## src/rtl/ffd_pkg.sv

```systemverilog
// Shared types and constants for the fixed frame deframer.
package ffd_pkg;

	localparam int unsigned BYTE_W  = 8;
	localparam int unsigned IDX_W   = 8;
	localparam int unsigned POS_W   = 3;
	localparam int unsigned DIST_W  = 16;
	localparam int unsigned COUNT_W = 32;
	localparam int unsigned BODY_N  = 4;
	localparam int unsigned BODY_IW = 2;

	// Register indexes on the configuration port
	localparam logic [IDX_W-1:0] REG_HEADER_FIRST  = 8'd0;
	localparam logic [IDX_W-1:0] REG_HEADER_SECOND = 8'd1;
	localparam logic [IDX_W-1:0] REG_TAIL_FIRST    = 8'd2;
	localparam logic [IDX_W-1:0] REG_TAIL_SECOND   = 8'd3;

	// Register reset values
	localparam logic [BYTE_W-1:0] RST_HEADER_FIRST  = 8'd170;
	localparam logic [BYTE_W-1:0] RST_HEADER_SECOND = 8'd85;
	localparam logic [BYTE_W-1:0] RST_TAIL_FIRST    = 8'd13;
	localparam logic [BYTE_W-1:0] RST_TAIL_SECOND   = 8'd10;

	// Frame positions
	localparam logic [POS_W-1:0] POS_HUNT      = 3'd0;
	localparam logic [POS_W-1:0] POS_HEADER2   = 3'd1;
	localparam logic [POS_W-1:0] POS_BODY      = 3'd2;
	localparam logic [POS_W-1:0] POS_TAIL2     = 3'd6;

	typedef enum logic [1:0] {
		EV_NONE    = 2'd0,
		EV_VALID   = 2'd1,
		EV_INVALID = 2'd2
	} event_t;

	typedef struct packed {
		logic [BYTE_W-1:0] header_first;
		logic [BYTE_W-1:0] header_second;
		logic [BYTE_W-1:0] tail_first;
		logic [BYTE_W-1:0] tail_second;
	} cfg_t;

	typedef struct packed {
		event_t              ev;
		logic [DIST_W-1:0]   distance;
		logic [BYTE_W-1:0]   reserved_byte;
		logic [COUNT_W-1:0]  valid_count;
		logic [COUNT_W-1:0]  invalid_count;
	} result_t;

endpackage

```

## src/rtl/ffd_cfg.sv

```systemverilog
// Configuration register file for the frame match bytes.
module ffd_cfg (
	input  logic                        clk,
	input  logic                        arst_n,
	input  logic                        cfg_wen,
	input  logic [ffd_pkg::IDX_W-1:0]   cfg_index,
	input  logic [ffd_pkg::BYTE_W-1:0]  cfg_data,
	output ffd_pkg::cfg_t               cfg
);

	ffd_pkg::cfg_t cfg_q;

	always_ff @(posedge clk or negedge arst_n) begin
		if (!arst_n) begin
			cfg_q.header_first  <= ffd_pkg::RST_HEADER_FIRST;
			cfg_q.header_second <= ffd_pkg::RST_HEADER_SECOND;
			cfg_q.tail_first    <= ffd_pkg::RST_TAIL_FIRST;
			cfg_q.tail_second   <= ffd_pkg::RST_TAIL_SECOND;
		end else if (cfg_wen) begin
			// drop writes to indexes beyond the register list
			if (cfg_index == ffd_pkg::REG_HEADER_FIRST) begin
				cfg_q.header_first <= cfg_data;
			end
			if (cfg_index == ffd_pkg::REG_HEADER_SECOND) begin
				cfg_q.header_second <= cfg_data;
			end
			if (cfg_index == ffd_pkg::REG_TAIL_FIRST) begin
				cfg_q.tail_first <= cfg_data;
			end
			if (cfg_index == ffd_pkg::REG_TAIL_SECOND) begin
				cfg_q.tail_second <= cfg_data;
			end
		end
	end

	assign cfg = cfg_q;

endmodule

```

## src/rtl/ffd_core.sv

```systemverilog
// Frame tracker: position, body bytes, held values and saturating counters.
module ffd_core #(
	parameter int unsigned COUNTER_BITS = 32
) (
	input  logic                        clk,
	input  logic                        arst_n,
	input  logic                        advance,
	input  logic [ffd_pkg::BYTE_W-1:0]  rx_byte,
	input  ffd_pkg::cfg_t               cfg,
	output ffd_pkg::result_t            result
);

	logic [ffd_pkg::POS_W-1:0]   pos_q, pos_d;
	logic [ffd_pkg::BYTE_W-1:0]  body_q [ffd_pkg::BODY_N];
	logic [COUNTER_BITS-1:0]     good_q, good_d, bad_q, bad_d;
	logic [ffd_pkg::DIST_W-1:0]  dist_q, dist_d;
	logic [ffd_pkg::BYTE_W-1:0]  rsvd_q, rsvd_d;
	logic                        body_we;
	logic [ffd_pkg::POS_W-1:0]   body_off;
	logic [ffd_pkg::BODY_IW-1:0] body_idx;
	logic                        good_inc, bad_inc, hdr1_hit;
	ffd_pkg::event_t             ev;
	logic [ffd_pkg::COUNT_W-1:0] good_out, bad_out;

	assign body_off = pos_q - ffd_pkg::POS_BODY;
	assign body_idx = body_off[ffd_pkg::BODY_IW-1:0];
	assign hdr1_hit = (rx_byte == cfg.header_first);

	always_comb begin
		pos_d    = pos_q;
		dist_d   = dist_q;
		rsvd_d   = rsvd_q;
		body_we  = 1'b0;
		good_inc = 1'b0;
		bad_inc  = 1'b0;
		ev       = ffd_pkg::EV_NONE;
		priority if (pos_q == ffd_pkg::POS_HUNT) begin
			if (hdr1_hit) begin
				pos_d = ffd_pkg::POS_HEADER2;
			end
		end else if (pos_q == ffd_pkg::POS_HEADER2) begin
			if (rx_byte == cfg.header_second) begin
				pos_d = ffd_pkg::POS_BODY;
			end else begin
				bad_inc = 1'b1;
				ev      = ffd_pkg::EV_INVALID;
				// a repeated first header byte opens a new frame
				pos_d   = hdr1_hit ? ffd_pkg::POS_HEADER2 : ffd_pkg::POS_HUNT;
			end
		end else if (pos_q < ffd_pkg::POS_TAIL2) begin
			body_we = 1'b1;
			pos_d   = pos_q + 3'd1;
		end else begin
			if (body_q[3] == cfg.tail_first && rx_byte == cfg.tail_second) begin
				dist_d   = {body_q[0], body_q[1]};
				rsvd_d   = body_q[2];
				good_inc = 1'b1;
				ev       = ffd_pkg::EV_VALID;
			end else begin
				bad_inc = 1'b1;
				ev      = ffd_pkg::EV_INVALID;
			end
			pos_d = hdr1_hit ? ffd_pkg::POS_HEADER2 : ffd_pkg::POS_HUNT;
		end
	end

	// hold at all ones
	assign good_d = (good_inc && good_q != '1) ? good_q + 1'b1 : good_q;
	assign bad_d  = (bad_inc && bad_q != '1) ? bad_q + 1'b1 : bad_q;

	always_ff @(posedge clk or negedge arst_n) begin
		if (!arst_n) begin
			pos_q  <= ffd_pkg::POS_HUNT;
			good_q <= '0;
			bad_q  <= '0;
			dist_q <= '0;
			rsvd_q <= '0;
		end else if (advance) begin
			pos_q  <= pos_d;
			good_q <= good_d;
			bad_q  <= bad_d;
			dist_q <= dist_d;
			rsvd_q <= rsvd_d;
		end
	end

	always_ff @(posedge clk) begin
		if (advance && body_we) begin
			body_q[body_idx] <= rx_byte;
		end
	end

	generate
		if (COUNTER_BITS >= ffd_pkg::COUNT_W) begin : g_wide
			assign good_out = good_d[ffd_pkg::COUNT_W-1:0];
			assign bad_out  = bad_d[ffd_pkg::COUNT_W-1:0];
		end else begin : g_narrow
			assign good_out = {{(ffd_pkg::COUNT_W-COUNTER_BITS){1'b0}}, good_d};
			assign bad_out  = {{(ffd_pkg::COUNT_W-COUNTER_BITS){1'b0}}, bad_d};
		end
	endgenerate

	assign result.ev            = ev;
	assign result.distance      = dist_d;
	assign result.reserved_byte = rsvd_d;
	assign result.valid_count   = good_out;
	assign result.invalid_count = bad_out;

endmodule

```

## src/rtl/fixed_frame_deframer.sv

```systemverilog
// Fixed frame deframer: 7-byte header/tail frame sync over received bytes.
// Throughput: one byte per cycle while out_ready is held high; the frame step
// sits between the input register and the result register.
// Reset clears position, counters and held distance/reserved values and
// loads the default match bytes; body bytes are not cleared.
module fixed_frame_deframer #(
	parameter int unsigned COUNTER_BITS = 32
) (
	input  logic                         clk,
	input  logic                         arst_n,
	input  logic                         cfg_wen,
	input  logic [ffd_pkg::IDX_W-1:0]    cfg_index,
	input  logic [ffd_pkg::BYTE_W-1:0]   cfg_data,
	input  logic                         in_valid,
	output logic                         in_ready,
	input  logic [ffd_pkg::BYTE_W-1:0]   rx_byte,
	output logic                         out_valid,
	input  logic                         out_ready,
	output logic [1:0]                   event_res,
	output logic [ffd_pkg::DIST_W-1:0]   distance,
	output logic [ffd_pkg::BYTE_W-1:0]   reserved_byte,
	output logic [ffd_pkg::COUNT_W-1:0]  valid_count,
	output logic [ffd_pkg::COUNT_W-1:0]  invalid_count
);

	logic                        valid_s1;
	logic [ffd_pkg::BYTE_W-1:0]  byte_s1;
	logic                        out_valid_q;
	ffd_pkg::result_t            res_q, res_d;
	ffd_pkg::cfg_t               cfg;
	logic                        advance;

	assign advance  = valid_s1 && (!out_valid_q || out_ready);
	assign in_ready = !valid_s1 || advance;

	ffd_cfg u_cfg (
		.clk       (clk),
		.arst_n    (arst_n),
		.cfg_wen   (cfg_wen),
		.cfg_index (cfg_index),
		.cfg_data  (cfg_data),
		.cfg       (cfg)
	);

	ffd_core #(
		.COUNTER_BITS (COUNTER_BITS)
	) u_core (
		.clk     (clk),
		.arst_n  (arst_n),
		.advance (advance),
		.rx_byte (byte_s1),
		.cfg     (cfg),
		.result  (res_d)
	);

	always_ff @(posedge clk or negedge arst_n) begin
		if (!arst_n) begin
			valid_s1    <= 1'b0;
			out_valid_q <= 1'b0;
		end else begin
			if (in_ready) begin
				valid_s1 <= in_valid;
			end
			if (advance) begin
				out_valid_q <= 1'b1;
			end else if (out_ready) begin
				out_valid_q <= 1'b0;
			end
		end
	end

	always_ff @(posedge clk) begin
		if (in_ready && in_valid) begin
			byte_s1 <= rx_byte;
		end
		if (advance) begin
			res_q <= res_d;
		end
	end

	assign out_valid     = out_valid_q;
	assign event_res     = res_q.ev;
	assign distance      = res_q.distance;
	assign reserved_byte = res_q.reserved_byte;
	assign valid_count   = res_q.valid_count;
	assign invalid_count = res_q.invalid_count;

endmodule
```

## config.mk

```make
export PLATFORM = sky130hd
export DESIGN_NAME = fixed_frame_deframer
export DESIGN_NICKNAME = d
export VERILOG_FILES = /design/src/rtl/ffd_pkg.sv /design/src/rtl/ffd_cfg.sv /design/src/rtl/ffd_core.sv /design/src/rtl/fixed_frame_deframer.sv
export SDC_FILE = /design/constraint.sdc
export NUM_CORES = 1
export LEC_CHECK = 0
export BUFFER_PORTS_ARGS = -buffer_cell sky130_fd_sc_hd__clkbuf_2
export CORE_UTILIZATION = 50
export CTS_CLUSTER_SIZE = 40
export DETAILED_ROUTE_END_ITERATION = 10
export GPL_TIMING_DRIVEN = 0
export PLACE_DENSITY = 0.8
export SLEW_MARGIN = 10
export SYNTH_ARGS = -nofsm -noshare
export SYNTH_HDL_FRONTEND = slang
export SYNTH_SLANG_ARGS = --single-unit
```

## constraint.sdc

```tcl
create_clock -name clk -period 4.35 [get_ports clk]
set_clock_uncertainty 0.15 [all_clocks]
set_input_delay 0.2175 -clock clk [delete_from_list [all_inputs] [get_ports clk]]
set_output_delay 0.2175 -clock clk [all_outputs]
set_load 0.01 [all_outputs]
```

# Word-level counts from Yosys, hierarchy flattened
# Memories as Yosys holds them, arrays and structs flattened.
# Index checks and enable logic that the tools add are counted.
dict set report totals {
  reg_bits 223
  ramBits 32
  out_inout_bits 92
  wordCells 88
  n_memories 1
}
dict set report op_classes {
  n_addsub 4
  order_cmp 1
  n_eq_ne 11
  muxes 36
  n_reduce_logical 18
}
# memory words width rd rd_clocked_by_memory_dff write_ports line_no
set memory_table {}
lappend memory_table {u_core.body_q 4 8 4 0 1 ffd_core.sv:14} ;# logic [ffd_pkg::BYTE_W-1:0] body_q [ffd_pkg::BODY_N];
# operator n
set op_table {}
lappend op_table {{adder 32 x 1 -> 32 bit, second input constant} 2}
lappend op_table {{2-to-1 mux 16 bit} 4}
lappend op_table {{2-to-1 mux 32 bit} 2}
lappend op_table {{!= test 32 bit, second input constant} 2}
lappend op_table {{== test 8 bit} 4}
lappend op_table {{2-to-1 mux 8 bit} 4}
lappend op_table {{2-to-1 mux 1 bit} 17}
lappend op_table {{== test 8 x 2 -> 1 bit, second input constant} 2}
lappend op_table {{2-to-1 mux 3 bit} 5}
lappend op_table {{AND reduction 2 bit} 5}
lappend op_table {{== test 8 x 1 -> 1 bit, second input constant} 1}
lappend op_table {{zero test 8 bit} 1}
lappend op_table {{2-to-1 mux 2 bit} 4}
lappend op_table {{logical AND 1 bit} 6}
lappend op_table {{adder 3 x 1 -> 3 bit, second input constant} 1}
lappend op_table {{== test 3 x 1 -> 1 bit, second input constant} 1}
lappend op_table {{zero test 3 bit} 1}
lappend op_table {{< comparator 3 bit, second input constant} 1}
lappend op_table {{zero test 1 bit} 2}
lappend op_table {{logical OR 1 bit} 2}
lappend op_table {{!= test 2 x 1 -> 1 bit, second input constant} 1}
lappend op_table {{nonzero test 2 bit} 1}
lappend op_table {{subtractor 2 bit, second input constant} 1}

# Logic depth before layout (Yosys ltp)
# Gate-level depths: netlist of the first run.
# An unclocked memory read counts as a cell.
dict set report depth {
  ltp_word 9
  ltp_mapped 10
  depth_no_buf 8
}

# Hierarchy
# From an unflattened synthesis of the first run, not the netlist that was laid out.
dict set report unflattened {
  cells_unflattened 832
  hier_area_um2 11418.5
}
# mod instances cells_each area_per_inst_um2 seq_area_each_um2
set modules_own_cells {}
lappend modules_own_cells {ffd_core 1 654 7100.6 3238.1}
lappend modules_own_cells {fixed_frame_deframer 1 106 3046.7 2992.9}
lappend modules_own_cells {ffd_cfg 1 72 1271.2 817.0}

# Worst setup path after synthesis of the first run
# OpenSTA, ideal clock, no wires.
dict set report synth_timing {
  path_type {register -> register}
  startpoint {reg out_valid_q (netlist: out_valid)}
  endpoint {mem u_core.body_q[0][0] (netlist name) (enable)}
  setup_time_ps 335
  arrival_ps 4034
  required_ps 3865
  setup_slack_ps -169
  path_stages_with_launch 6
  period_less_slack_ps 4519
  cell_sequence {dfrtp_1 nand2b_1 nand2_1 clkinv_1 clkbuf_1 and3_1}
}
dict set report synth_between {
  elab_chain_cells 6
}
# element line_no
set synth_lines {}
lappend synth_lines {{from (decl)} fixed_frame_deframer.sv:28} ;# logic out_valid_q;
lappend synth_lines {{from (signal assigned)} fixed_frame_deframer.sv:59} ;# out_valid_q <= 1'b0;
lappend synth_lines {{from (signal assigned)} fixed_frame_deframer.sv:65} ;# out_valid_q <= 1'b1;
lappend synth_lines {{from (signal assigned)} fixed_frame_deframer.sv:67} ;# out_valid_q <= 1'b0;
lappend synth_lines {{zero test 1 bit} fixed_frame_deframer.sv:33} ;# assign advance = valid_s1 && (!out_valid_q || out_ready);
lappend synth_lines {{logical OR 1 bit} fixed_frame_deframer.sv:33}
lappend synth_lines {{logical AND 1 bit} fixed_frame_deframer.sv:33}
lappend synth_lines {{net advance} fixed_frame_deframer.sv:31} ;# logic advance;
lappend synth_lines {{logical AND 1 bit} ffd_core.sv:88} ;# if (advance && body_we) begin
lappend synth_lines {{2-to-1 mux 1 bit} ffd_core.sv:88}
lappend synth_lines {{2-to-1 mux 1 bit (not written as such)} ffd_core.sv:89} ;# body_q[body_idx] <= rx_byte;
lappend synth_lines {{to (decl)} ffd_core.sv:14}
# The timed path passes the listed nets, and every way through them passes these cells.

==> results of run 1 <==
cell usage in the layout (no fill, tap or decap), drive strengths merged, types with 20 or more instances in the layout:
master and n:
clkbuf 171, nand2 39, and3 24, nand3 54, mux2 83, dlygate4sd3 20, xor2 75, xnor2 81
nor3 30, nor4 29, dfrtp 112, buf 25, nor2 32, nand4 39, edfxtp 130
per-layer routing:
| metal | track usage (%) | wire length [µm] |
|---|---|---|
| met3 | 2.50 | 1090 |
| met4 | 5.58 | 478 |
| met5 | 0 | 0 |
| met1 | 28.0 | 10600 |
| met2 | 34.8 | 11500 |
state kept, by name (all words and copies together) (netlist names):
register,cells
byte_s1,8
valid_s1,1
u_core.good_q,32
invalid_count,32
u_core.rsvd_q,8
distance,16
u_core.pos_q,3
u_core.bad_q,32
u_core.dist_q,16
event_res,2
reserved_byte,8
u_cfg.cfg,32
out_valid,1
u_core.body_q,32
valid_count,32
power by group through the flow:
| stage | clock [mW] | combinational, mW | sequential (mW) |
|---|---|---|---|
| after global routing | 2.25 | 0.760 | 2.86 |
| final | 2.13 | 0.691 | 2.84 |
| after CTS | 2.17 | 0.699 | 2.84 |
| after detailed placement | 0 | 0.678 | 2.89 |
| after global placement | 0 | 0.663 | 2.88 |
| after floorplan | 0 | 0.399 | 2.89 |
layout make-up:
type / instances / area share, %
sequential: 255 / 52.5
multi-input combinational: 544 / 30.8
timing repair buffer: 142 / 6.38
clock buffer: 39 / 5.83
tap: 280 / 2.61
buffer: 35 / 1.26
clock inverter: 9 / 0.317
inverter: 10 / 0.280
worst reg2reg max path, stage by stage (launching register included):
cell and delay, ns:
edfxtp_1 0.58, xor2_1 0.23, nor4_2 0.42, nand4_1 0.33
nor3_2 0.53, buf_2 0.32, nand3_1 0.12, xnor2_1 0.19
path summary, 6_finish.rpt:
path | startpoint | endpoint | cells past startpoint
min in group asynchronous | arst_n | u_core.good_q[1]$_DFFE_PN0P_ | 2
max | byte_s1[3]$_DFFE_PP_ | valid_count[30]$_DFFE_PP_ | 7
max reg2reg | byte_s1[3]$_DFFE_PP_ | valid_count[30]$_DFFE_PP_ | 7
min | cfg_index[0] | u_cfg.cfg[27]$_DFFE_PN1P_ | 3
max in group asynchronous | arst_n | u_cfg.cfg[1]$_DFFE_PN1P_ | 3
min reg2reg | u_core.rsvd_q[0]$_DFFE_PN0P_ | u_core.rsvd_q[0]$_DFFE_PN0P_ | 1
kinds of logic (layout without fill, tap and decap cells):
family,Yosys count,count (layout)
buf+inv,45,235
simple gates,286,286
xor+xnor,156,156
compound gates,12,12
flops,255,255
mux,83,83
fa+ha+maj,7,7
timing repair:
action,in CTS,in global routing
hold buffers,20,0
endpoints found under the hold margin,154,0
resized for setup,0,0
==> metrics.cfg, run 1 <==
[grt]
overflow = 0
grt_pass1_vias = 7159
track_usage_pct = 20.5
grt_pass1_wl_mm = 38.2
grt_max_degree = 79
antenna_found_initial = 0

[pwr]
switchingPower_mw = 1.45
pwr-share-comb_pct = 12.2
power_mw = 5.66
ir_drop_uv = 329
intPower_mw = 4.21
switching_share_pct = 25.6
power.share.clock_pct = 37.6
p_leak_nw = 5.79
power_frac_seq_pct = 50.2
powerDensity_nw_per_um2 = 421

[setup_path]
crit_family = simple AND/OR/NAND/NOR gates
required_ns = 4.45
endpoint_kind = register
crit_path_max_incr_delay_ns = 0.58
worst-path-buf-inv = 1
crit_arrival_ns = 3.24
criticalPathCategory = reg2reg
r2r_setup_slack_ns = 1.21
crit_chain = xor2_1, nor4_2, nand4_1, nor3_2, buf_2, nand3_1, xnor2_1
crit_fanout = 10
startpoint_type = register
crit_slowest_cell = edfxtp_1

[synthesis]
synth_top_cell_by_area = edfxtp_1
synth_top_cell_area_share_pct = 34.3
synth-compound-area-share_pct = 0.703
synth_seq_area_share_pct = 61.9
synth_area_leaders = edfxtp_1 34%, dfrtp_1 25%, mux2_2 6.2%, xnor2_1 6.2%, xor2_1 5.8%
synthMuxAreaShare_pct = 8.21
ys_ff_latch = 255
yosys.area_share.adder_pct = 0.769
ys_warn_count = 0
syn_avg_cell_area_um2 = 13.5
synth_top_family_by_area = simple AND/OR/NAND/NOR gates
ys_top_cells_by_count = 130 x edfxtp_1, 112 x dfrtp_1, 81 x xnor2_1, 75 x xor2_1, 63 x mux2_2
synthArstFlopShare_pct = 49.0
netlist_area_um2 = 11400
synth.distinct_cells = 48
synthFlopType = edfxtp_1
synth_xor_area_share_pct = 12.0
synthCells = 844
synth-simple-area-share_pct = 14.7
synthesis.nets = 880
synth_edf_count = 130
synth.most_common_cell = edfxtp_1

[clock_network]
cts_num_sinks = 255
cts_tree = built
postCtsSetupBuffers = 0
cts_max_level = 1
clk_latency_ns = 0.52
cts_buffers = 26
clk_path_buf_depth = 3
clk_pin_slew_ns = 0.06
clockRootBuffer = clkbuf_16

[drt]
finalWirelength_mm = 23.6
drt_iter0_markers = 462
ant_nets = 0
drtPass1Iterations = 5
drt-wirelength-per-cell_um = 18.0
drc = 0
vias = 7210
drt-vias-per-instance = 5.49

[place]
place_congestion = 0.835
dpl_cell_area_um2 = 12400
dp_hpwl_mm = 15.8
place_inst = 1246
port_buffers = 120
pre_cts_slack_ns = 1.24

[timing]
slew_viol_final = 0
fin_crit_ns = 3.14
finalCritPeriodShare_pct = 72.2
fmax_mhz = 319
max_slew.worst_pin.slew_ns = 0.749
finalSetupViolations = 0
tns_ns = 0
hold_viol_final = 0
holdWs_ns = 0.0304
slew-limit-headroom_pct = 50.1
setup_slack_ns = 1.21
rsz0062_at_grt = no

[finish]
multi_input_area_um2 = 4140
final_area_um2 = 13400
seq_area_um2 = 7050
fin_nets = 1050
syn2layout_area_growth_pct = 17.9
nFillCells = 1682
final_cells = 1314
drive_gt1_share_pct = 27.2
utilization_pct = 60.8
antenna-diode-count = 0

[floorplan]
io_pins = 121
core_region_area_um2 = 22100
die_area_um2 = 23400
die_h_um = 153
floorplan.initialDensity_pct = 51.5
rows = 54
die_w_um = 153

[hold_path]
hp-class = in2reg

[run_status]
outcome = completed

[flow_run]
max_cap_violations = 0

(Power assumes the default switching activity.)
==> run 2, diff against run 1 <==
--- a/config.mk
+++ b/config.mk
@@ -10,7 +10,7 @@
 export CTS_CLUSTER_SIZE = 40
 export DETAILED_ROUTE_END_ITERATION = 10
 export GPL_TIMING_DRIVEN = 0
-export PLACE_DENSITY = 0.8
+export PLACE_DENSITY = 0.78
 export SLEW_MARGIN = 10
 export SYNTH_ARGS = -nofsm -noshare
 export SYNTH_HDL_FRONTEND = slang
==> constraint.sdc (replaced) <==
create_clock -name clk -period 2.98 [get_ports clk]
set_clock_uncertainty 0.15 [all_clocks]
set_input_delay 0.149 -clock clk [delete_from_list [all_inputs] [get_ports clk]]
set_output_delay 0.149 -clock clk [all_outputs]
set_load 0.01 [all_outputs]
==> metrics.cfg, run 2 (synthesized netlist as in run 1, its figures left out) <==
[run_status]
outcome = completed

[grt]
track_usage_pct = 20.9
overflow = 0
grt_max_degree = 100
grt_pass1_wl_mm = 39.0
grt_pass1_vias = 7330
antenna_found_initial = 1

[drt]
finalWirelength_mm = 24.1
drc = 0
ant_nets = 0
drt-wirelength-per-cell_um = 18.0
vias = 7305
drt-vias-per-instance = 5.47
drt_iter0_markers = 498
drtPass1Iterations = 5

[finish]
final_area_um2 = 13600
fin_nets = 1070
final_cell_mix = 130 x edfxtp_1, 120 x clkbuf_2, 112 x dfrtp_1
drive_gt1_share_pct = 28.6
utilization_pct = 61.7
final_common_cell = edfxtp_1
nFillCells = 1694
syn2layout_area_growth_pct = 19.8

[floorplan]
die_h_um = 153
floorplan.initialDensity_pct = 51.5
rows = 54
core_region_area_um2 = 22100
die_area_um2 = 23400
die_w_um = 153
io_pins = 121

[timing]
fin_crit_ns = 2.83
finalSetupViolations = 0
slew-limit-headroom_pct = 51.2
rsz0062_at_grt = no
fmax_mhz = 354
max_slew.worst_pin.slew_ns = 0.732
tns_ns = 0
slew_viol_final = 0
finalCritPeriodShare_pct = 94.9
hold_viol_final = 0

[place]
dpl_cell_area_um2 = 12400
port_buffers = 120
place_congestion = 0.836
dp_hpwl_mm = 15.6

[setup_path]
crit_path_max_incr_delay_ns = 0.53
crit_chain = xor2_1, nor4_2, and4_4, o32a_2, buf_2, buf_2, nor3_1, xor2_1
crit_slowest_cell = edfxtp_1
crit_arrival_ns = 2.94
startpoint_type = register
required_ns = 3.09
criticalPathCategory = reg2reg
endpoint_kind = register
crit_fanout = 10

[pwr]
switching_share_pct = 26.0
p_leak_nw = 5.89
pwr-share-comb_pct = 12.7
ir_drop_uv = 341
intPower_mw = 6.22
power.share.clock_pct = 38.1
power_frac_seq_pct = 49.2
switchingPower_mw = 2.19
powerDensity_nw_per_um2 = 616

[clock_network]
cts_max_level = 1
cts_num_sinks = 255
clk_latency_ns = 0.52
clk_pin_slew_ns = 0.06
cts_tree = built
clk_path_buf_depth = 3
cts_buffers = 26
clockRootBuffer = clkbuf_16

[hold_path]
hp-class = in2reg

[flow_run]
max_cap_violations = 0

==> run 2: path summary, 6_finish.rpt <==
check,cells after the start,startpoint,endpoint,slack [ns]
min in group asynchronous,3,arst_n,valid_s1$_DFFE_PN0N_,0.42
max in group asynchronous,4,arst_n,u_cfg.cfg[27]$_DFFE_PN1P_,1.59
worst max-delay path,8,byte_s1[1]$_DFFE_PP_,invalid_count[5]$_DFFE_PP_,0.15
worst max register to register,8,byte_s1[1]$_DFFE_PP_,invalid_count[5]$_DFFE_PP_,0.15
worst min register to register,1,u_core.body_q[0][4]$_DFFE_PP_,u_core.dist_q[12]$_DFFE_PN0P_,0.33
worst min-delay path,4,cfg_index[3],u_cfg.cfg[23]$_DFFE_PN0P_,0.18
==> run 2: worst max-delay path: cells and delay by family, from the launching register on <==
family                 cells  cell delay [ns]
XOR/XNOR                   2             0.35
flip-flops                 1             0.53
AND/OR/NAND/NOR            3             0.82
AO/OA/AOI/OAI              1             0.23
buffers and inverters      2             0.49
==> run 2: stage by stage <==
| stage | hold slack [ns] | power [mW] | cells | setup slack (ns) |
|---|---|---|---|---|
| 5_1_grt | 0.196 | 8.71 | 1335 | 0.0286 |
| 3_3_place_gp | 0.177 | 5.18 | 1244 | -0.548 |
| 3_5_place_dp | -0.0391 | 5.20 | 1245 | -0.494 |
| 4_1_cts | 0.182 | 8.42 | 1319 | 0.0101 |
| 6_report | 0.182 | 8.40 | 1335 | 0.153 |
| 2_1_floorplan | -0.297 | 4.80 | 844 | 0.475 |
==> run 2: layer usage <==
layer / vias to the layer above / wire (µm) / track usage (%)
met1: 3622 / 11200 / 29.7
met4: 0 / 451 / 5.96
met2: 186 / 11500 / 34.1
met5: - / 0 / 0
met3: 35 / 886 / 2.67
li1: 3462 / - / -
==> run 2: power groups by stage <==
stage / Sequential (mW) / Combinational [mW] / Clock (mW)
final: 4.14 / 1.07 / 3.20
after global routing: 4.16 / 1.17 / 3.38
after floorplan: 4.22 / 0.583 / 0
after CTS: 4.14 / 1.03 / 3.25
after detailed placement: 4.21 / 0.987 / 0
after global placement: 4.21 / 0.971 / 0
==> run 2: repair_timing <==
action,4_1_cts,5_1_grt
endpoints found under the setup margin,133,105
hold buffers,24,0
resized for setup,4,5
pin swaps,2,0
hold endpoints to repair,154,0
buffers inserted,2,15
gates cloned,0,0
==> run 2: final cells by class <==
cell class                 count  area (µm²)  area share, %
clock inverter                 9        82.6          0.606
timing repair buffer         162        1010           7.44
multi-input combinational    544        4150           30.4
antenna                        1        2.50         0.0183
tap                          280         350           2.57
inverter                      10        41.3          0.303
buffer                        35         188           1.38
sequential                   255        7050           51.7
clock buffer                  39         761           5.58
